## src/design/indexed_min_heap_decrease_key_top_assert.svh

```systemverilog
// Assertion macros for the indexed min-heap block.
// Included by the top level; depends on nothing else.
`ifndef INDEXED_MIN_HEAP_DECREASE_KEY_TOP_ASSERT_SVH
`define INDEXED_MIN_HEAP_DECREASE_KEY_TOP_ASSERT_SVH

// Same-cycle implication, disabled while the active-low reset is low.
`define HMDK_ASSERT_IMP(lbl, clk, rst_n, ante, cons) \
    lbl: assert property (@(posedge clk) disable iff (!rst_n) (ante) |-> (cons)) \
        else $error("hmdk assertion failed");

// Next-cycle implication, disabled while the active-low reset is low.
`define HMDK_ASSERT_NXT(lbl, clk, rst_n, ante, cons) \
    lbl: assert property (@(posedge clk) disable iff (!rst_n) (ante) |=> (cons)) \
        else $error("hmdk assertion failed");

`endif

```

## src/design/hmdk_ram.sv

```systemverilog
// Generic single-write, single-read RAM with a registered read port.
// Used for the heap slots and the vertex position map; no dependencies.
`timescale 1ns / 1ps
`default_nettype none
module hmdk_ram #(
    parameter int WIDTH = 8,
    parameter int DEPTH = 16
) (
    input  wire logic                     i_clk,
    input  wire logic                     i_we,
    input  wire logic [$clog2(DEPTH)-1:0] i_waddr,
    input  wire logic [WIDTH-1:0]         i_wdata,
    input  wire logic [$clog2(DEPTH)-1:0] i_raddr,
    output logic      [WIDTH-1:0]         o_rdata
);

    logic [WIDTH-1:0] r_mem [DEPTH];

    always_ff @(posedge i_clk) begin
        if (i_we) begin
            r_mem[i_waddr] <= i_wdata;
        end
        o_rdata <= r_mem[i_raddr];
    end

endmodule
`default_nettype wire

```

## config.mk

```make
export PLATFORM = sky130hd
export DESIGN_NAME = hmdk_ram
export DESIGN_NICKNAME = d
export VERILOG_FILES = /design/src/design/indexed_min_heap_decrease_key_top_assert.svh /design/src/design/hmdk_ram.sv
export SDC_FILE = /design/constraint.sdc
export NUM_CORES = 1
export LEC_CHECK = 0
export BUFFER_PORTS_ARGS = -buffer_cell sky130_fd_sc_hd__buf_2
export CORE_MARGIN = 2
export CORE_UTILIZATION = 55
export CTS_CLUSTER_DIAMETER = 120
export CTS_CLUSTER_SIZE = 20
export DETAILED_ROUTE_END_ITERATION = 6
export GPL_TIMING_DRIVEN = 0
export PLACE_DENSITY = 0.73
export SLEW_MARGIN = 25
export SYNTH_ARGS = -nofsm -noshare
export SYNTH_HDL_FRONTEND = slang
export SYNTH_SLANG_ARGS = --single-unit
```

## constraint.sdc

```tcl
create_clock -name i_clk -period 4.4 [get_ports i_clk]
set_clock_uncertainty 0.1 [all_clocks]
set_input_delay 0.44 -clock i_clk [delete_from_list [all_inputs] [get_ports i_clk]]
set_output_delay 0.44 -clock i_clk [all_outputs]
set_load 0.05 [all_outputs]
```

==> metrics.txt <==
status=finished, final reports clean; Synth Area in Simple Gates=3.18%; final setup margin=2.71 ns; Rows=35; kind of critical path=input port to flop; Avg Cell Area, Syn=22.5 sq um; worst slew pin tran=0.848 ns; worst-path fanout max=8; die width=101 microns; layout cells sized above 1=30.9%; CP arrival=1.74 ns; Power Total=0.00304 W; Routed WL=9.53 mm; Max Freq=593 MHz; P per Cell Area=505 nW/um^2; Initial Util=56.2%; synthesized area=5150 sq um; Worst VDD drop=0.000267 V; mean routed wirelength per cell=24.1 microns; TritonCTS clock tree=done; Synth Register Bits=136; DP HPWL=5.94 mm; Placed Cells=364; Design Area, Final=6030 sq um; fin crit period=1.69 ns; H-tree levels=4; syn nets=247; Yosys warnings=0; RSZ-0062 raised after global routing=false; count of unique library cells instantiated by Yosys=19; Place WS=2.17 ns; top cells by area, synth=edfxtp_1, mux4_2, mux4_1; CTS Buf Count=17; setup_tns=0 ns; I/O pin count=26; GP Congestion=0.701; final slew viol count=0; CP endpoint kind=flop; setup bufs post-CTS=0; Fill cells=572; initial antenna violation count=0; Core ar.=9150 sq um; commonest non-fill, non-tap cell in the layout=edfxtp_1; area share of the largest cell type after synthesis=74.7%; xor-xnor portion of the synthesized cell area=0%; CTS hold repair buffers=0; Final ANT Viol Nets=0; kind of start point of the critical path=input port; Hold Path Class=input port to flop; IO buf count=24; mux cell area share after synthesis=15.0%; relative max-transition margin=43.2%; clk sink count=136; area leader, netlist=edfxtp_1; n_diodes=0; die area=10,100 sq um; Synth Area in Compound Gates=2.33%; Final Hold Viols=0; Final Setup Violations=0; largest family of logic cells by synthesized area=multiplexers; number of global-route vias before repair=2,365; clock slew at reported path FFs=0.06 ns; total track usage=21.0%; fin crit share=38.3%; Post-DP Area=5430 sq um; cts repair resizes=0; Area Overhead vs Synth=17.1%; global-route wire length before repair=14.3 mm; Cell Count, Final, Fillers Out=396; DR vias/cell=6.00; Die Y=101 microns; worst skew pair latency=0.53 ns; CP max-delay cell=nor2_1; vias=2,377; leakage=2.03 nW; register area share after synthesis=77.8%; CP max stage delay=0.64 ns; max-cap viol count=0; largest net degree at the start of global routing=17; master cell of the clock root buffer=clkbuf_8; cells along the critical path=buf_2 > or3b_2 > nor2_1; adder-cell share of the synthesized area=0%; first-iteration detailed-routing DRC count=214; Detailed Routing Iterations Pass 1=5; Worst EP required=4.45 ns; drt drc=0; most frequent cells in the layout=edfxtp_1, buf_2, mux4_2; Net count, final=290; CTS Buffer Depth=2; grt ovf=0; Gate Count Post-Synth=229
==> area by class of cell <==
type                       instances  area, sq um  area share (%)
buffer                            10         86.3            1.43
clock buffer                      19          432            7.16
clock inverter                    13          169            2.80
multi-input combinational         83         1080            17.9
sequential                       136         4000            66.4
tap                              111          139            2.30
timing repair buffer              24          120            1.99
==> worst max-delay path, delay by kind of cell <==
| family | cells | cell delay, ns |
|---|---|---|
| buffers and inverters | 1 | 0.12 |
| AND/OR/NAND/NOR | 2 | 1.18 |
==> worst paths after layout <==
check | cells past startpoint | start | to | slack (ns)
max | 3 | i_waddr[2] | r_mem[3][3] | 2.71
min | 1 | i_wdata[5] | r_mem[7][5] | 0.19
max reg2reg | 3 | r_mem[10][0] | o_rdata[0] | 2.91
min reg2reg | 3 | r_mem[8][2] | o_rdata[2] | 0.59
==> report_power, final <==
group	internal (W)	switching (W)	total [W]	leakage (nW)
registers	0.00145	0.00000663	0.00146	1.22
clock network	0.000884	0.000538	0.00142	0.282
logic	0.0000577	0.000108	0.000165	0.520
total	0.00239	0.000653	0.00304	2.03
==> sequential cells by signal, summed over array words and instances (netlist names) <==
signal and count:
r_mem 128, o_rdata 8
==> stage by stage <==
stage | utilization, % | hold slack (ns)
finish | 65.9 | 0.194
global route | 65.9 | 0.203
CTS | 65.9 | 0.183
global placement | 59.1 | 0.554
detailed placement | 59.3 | 0.579
floorplan | - | 0.439
==> cells by family after synthesis <==
family | Yosys count
mux | 32
buf+inv | 10
simple gates | 35
flops | 136
compound gates | 16
==> cells in the mapped netlist, drive strengths merged <==
cell type / number
or3b: 1
nor2: 13
nor3: 4
and2b: 1
clkdlybuf4s25: 3
buf: 7
dfxtp: 8
edfxtp: 128
and2: 1
nand3: 1
nand2b: 2
mux4: 32
nor2b: 1
nand3b: 2
nand2: 9
a22oi: 16
==> per-layer routing <==
metal,vias to the layer above,wire length (microns),track usage [%]
met5,-,0,0
met4,0,190,9.59
met3,11,580,5.62
met2,86,4510,30.1
met1,1219,4260,30.7
li1,1061,-,-
No activity file was read; power rests on OpenSTA's default activity.
