$ cat config.mk
export PLATFORM = sky130hd
export DESIGN_NAME = hmdk_keycmp
export DESIGN_NICKNAME = d
export VERILOG_FILES = /design/src/design/indexed_min_heap_decrease_key_top_assert.svh /design/src/design/hmdk_keycmp.sv
export SDC_FILE = /design/constraint.sdc
export NUM_CORES = 1
export LEC_CHECK = 0
export BUFFER_PORTS_ARGS = -buffer_cell sky130_fd_sc_hd__buf_2
export CAP_MARGIN = 20
export CORE_UTILIZATION = 38
export DETAILED_ROUTE_END_ITERATION = 7
export PLACE_DENSITY_LB_ADDON = 0.15
export SLEW_MARGIN = 30
export SYNTH_ARGS = -nofsm -noshare
export SYNTH_HDL_FRONTEND = slang
export SYNTH_SLANG_ARGS = --single-unit
$ cat constraint.sdc
create_clock -name vclk -period 1.73
set_clock_uncertainty 0.2 [all_clocks]
set_input_delay 0.0865 -clock vclk [all_inputs]
set_output_delay 0.0865 -clock vclk [all_outputs]
set_load 0.01 [all_outputs]
$ cat src/design/indexed_min_heap_decrease_key_top_assert.svh
// Assertion macros for the indexed min-heap block.
// Included by the top level; depends on nothing else.
`ifndef INDEXED_MIN_HEAP_DECREASE_KEY_TOP_ASSERT_SVH
`define INDEXED_MIN_HEAP_DECREASE_KEY_TOP_ASSERT_SVH

// Same-cycle implication, disabled while the active-low reset is low.
`define HMDK_ASSERT_IMP(lbl, clk, rst_n, ante, cons) \
    lbl: assert property (@(posedge clk) disable iff (!rst_n) (ante) |-> (cons)) \
        else $error("hmdk assertion failed");

// Next-cycle implication, disabled while the active-low reset is low.
`define HMDK_ASSERT_NXT(lbl, clk, rst_n, ante, cons) \
    lbl: assert property (@(posedge clk) disable iff (!rst_n) (ante) |=> (cons)) \
        else $error("hmdk assertion failed");

`endif

$ cat src/design/hmdk_keycmp.sv
// Shared signed key comparator used by the compare steps of the sequencer.
// Depends on nothing.
`timescale 1ns / 1ps
`default_nettype none
module hmdk_keycmp #(
    parameter int KEY_WIDTH = 32
) (
    input  wire logic [KEY_WIDTH-1:0] i_a,
    input  wire logic [KEY_WIDTH-1:0] i_b,
    output logic                      o_gt
);

    assign o_gt = $signed(i_a) > $signed(i_b);

endmodule
`default_nettype wire

==> results.py <==
metrics = {
    "outcome": {
        "status": "finished, violations left",
        "violations": "setup timing",
    },
    "yosys": {
        "seq_area_frac_synth": 0,
        "syn_nets": 209,
        "yosys_warnings": 0,
        "synthesis.area_sq_um": 805,
        "synth.avg_cell_area_sq_um": 7.12,
        "yosysUniqueCellTypes": 19,
        "syn_inst": 113,
    },
    "sta": {
        "worst_slew_pin_slew_ns": 0.274,
        "clock.fmax_ghz": 0.505,
        "slew_violations": 0,
        "setup_viol": 1,
        "timing.setup.tns_ns": -0.250,
        "rsz0062_at_grt": "true",
        "layout_setup_ws_ns": -0.250,
        "hold_viol": 0,
        "min_period_ns": 1.98,
        "hold-worst-slack_ns": 0.518,
        "period_share": 1.14,
        "slew_headroom": 0.816,
    },
    "global_routing": {
        "antenna_found_initial": 0,
        "grt_pass1_vias": 872,
        "grt_max_degree": 4,
        "grt_pass1_wl_mm": 3.17,
        "overflow": 0,
        "grtUsageTotal": 0.185,
    },
    "min_path": {
        "min-delay-start": "i_a[31]",
        "hp-class": "in2out",
    },
    "power": {
        "sw_frac_of_total": 0.444,
        "cellLeakagePower_nw": 0.834,
        "p_int_w": 0.000177,
        "power_frac_comb": 1.000,
        "p_total_w": 0.000319,
        "p_sw_w": 0.000141,
        "powerDensity_nw_per_um2": 218,
        "clockPowerShare": 0,
        "peakVddDrop_uv": 139,
        "p_seq_frac": 0,
    },
    "die": {
        "io_pins": 65,
        "fp.dieH_microns": 48.0,
        "core_sq_um": 1980,
        "dieArea_sq_um": 2300,
        "num_rows": 16,
        "chipWidth_microns": 48.0,
        "start_util": 0.406,
    },
    "drt": {
        "wl_per_cell_microns": 10.7,
        "wl_mm": 2.29,
        "drc": 0,
        "via_per_inst": 4.81,
        "dr.pass1.iters": 2,
        "drt_iter0_drc": 7,
        "ant_nets": 0,
        "num_vias": 1025,
    },
    "worst_setup_path": {
        "startpoint_type": "input pin",
        "path_cells": "buf_6, ha_4, nand4_1, nor4_2, a21boi_2, o31ai_2, o2111ai_1, mux2i_1, buf_2",
        "cp_max_fo": 2,
        "crit_required_ns": 1.44,
        "startpoint": "i_a[10]",
        "max_stage_delay_ns": 0.33,
        "crit_path_end_kind": "output pin",
        "critPathKind": "in2out",
        "arrival_ns": 1.69,
        "crit_slowest_cell": "nor4_2",
    },
    "cells_and_area": {
        "drive_above_1_share": 0.532,
        "utilization": 0.739,
        "n_antenna_cell": 0,
        "area_growth_pct": 82.1,
        "instances_no_fill": 213,
        "regArea_sq_um": 0,
        "fillers": 160,
        "nNetsFinal": 284,
        "seq_cell_count": 0,
        "nClkBuffers": 0,
    },
    "place": {
        "place_hpwl_mm": 1.89,
        "globalplace.congestion": 0.726,
        "placed_cells": 211,
        "io_buffers": 65,
    },
    "clock_tree": {
        "cts_hold_buf": 0,
    },
    "flow_run": {
        "drv_cap": 0,
    },
}
==> power by group through the flow <==
stage                     clock network [W]  registers (W)  logic, W
final                                     0              0  0.000319
after floorplan                           0              0  0.000143
after detailed placement                  0              0  0.000268
after global placement                    0              0  0.000254
after global routing                      0              0  0.000363
after CTS                                 0              0  0.000298
==> critical path: cells and delay by family <==
| kind | cells | cell delay, ns |
|---|---|---|
| AND/OR/NAND/NOR | 2 | 0.46 |
| AO/OA/AOI/OAI | 3 | 0.41 |
| buffers and inverters | 2 | 0.26 |
| adder cells (fa/ha/maj) | 1 | 0.26 |
| multiplexers | 1 | 0.23 |
==> stage by stage <==
step                      setup slack [ns]  instance area, sq um
after floorplan                    0.00203                   852
after global placement              -0.221                  1260
after detailed placement            -0.281                  1260
after CTS                           -0.268                  1380
after global routing                -0.395                  1470
final                               -0.250                  1470
==> final cells by class <==
class	instances	area [sq um]	area share
timing repair buffer	73	455	0.311
inverter	32	133	0.0905
tap	27	33.8	0.0231
multi-input combinational	81	843	0.576
==> logic make-up (layout without fill, tap and decap cells) <==
| group | after synthesis | in the layout | share of synthesized area |
|---|---|---|---|
| fa+ha+maj | 32 | 32 | 0.498 |
| buf+inv | 32 | 105 | 0.149 |
| simple gates | 22 | 22 | 0.138 |
| compound gates | 26 | 26 | 0.202 |
| mux | 1 | 1 | 0.0124 |
==> final timing paths <==
path	depth (start not counted)	to
setup / recovery	9	o_gt
hold / removal	5	o_gt
==> timing repair <==
item	4_1_cts	5_1_grt
buffers inserted	2	0
setup endpoints to repair	1	1
gates resized for setup	18	17
pin swaps	10	11
==> cell usage in the layout (no fill, tap or decap), drive strengths merged <==
cell,count
nor2,3
nand2,6
mux2i,1
nor2b,1
ha,32
nand3,3
a211oi,1
nand4,7
inv,32
nor4,2
a21boi,1
buf,73
a21o,4
o31ai,1
a21oi,12
o2111ai,1
o21ai,4
o211ai,1
a221o,1
==> synthesized netlist by cell type <==
master | count | area (sq um)
nand3_1 | 3 | 15.0
a221o_1 | 1 | 10.0
nand4_1 | 7 | 43.8
mux2i_1 | 1 | 10.0
a21boi_1 | 1 | 7.51
nand2_1 | 6 | 22.5
inv_1 | 32 | 120
o21ai_0 | 4 | 20.0
a21oi_2 | 1 | 8.76
nor4_1 | 2 | 12.5
nor2_1 | 3 | 11.3
ha_1 | 32 | 400
a21o_1 | 4 | 30.0
a211oi_1 | 1 | 7.51
o2111ai_1 | 1 | 8.76
o211ai_1 | 1 | 7.51
a21oi_1 | 11 | 55.1
nor2b_1 | 1 | 6.26
o31ai_1 | 1 | 7.51
==> metal layers <==
layer  vias to the layer above  track usage  part of all wire
met4                         0       0.0167            0.0066
met5                         -            0                 0
met1                       446        0.204              0.39
met3                         2            0             0.043
met2                        35        0.395              0.56
li1                        542            -                 -
Power figures use the tool's default switching activity.
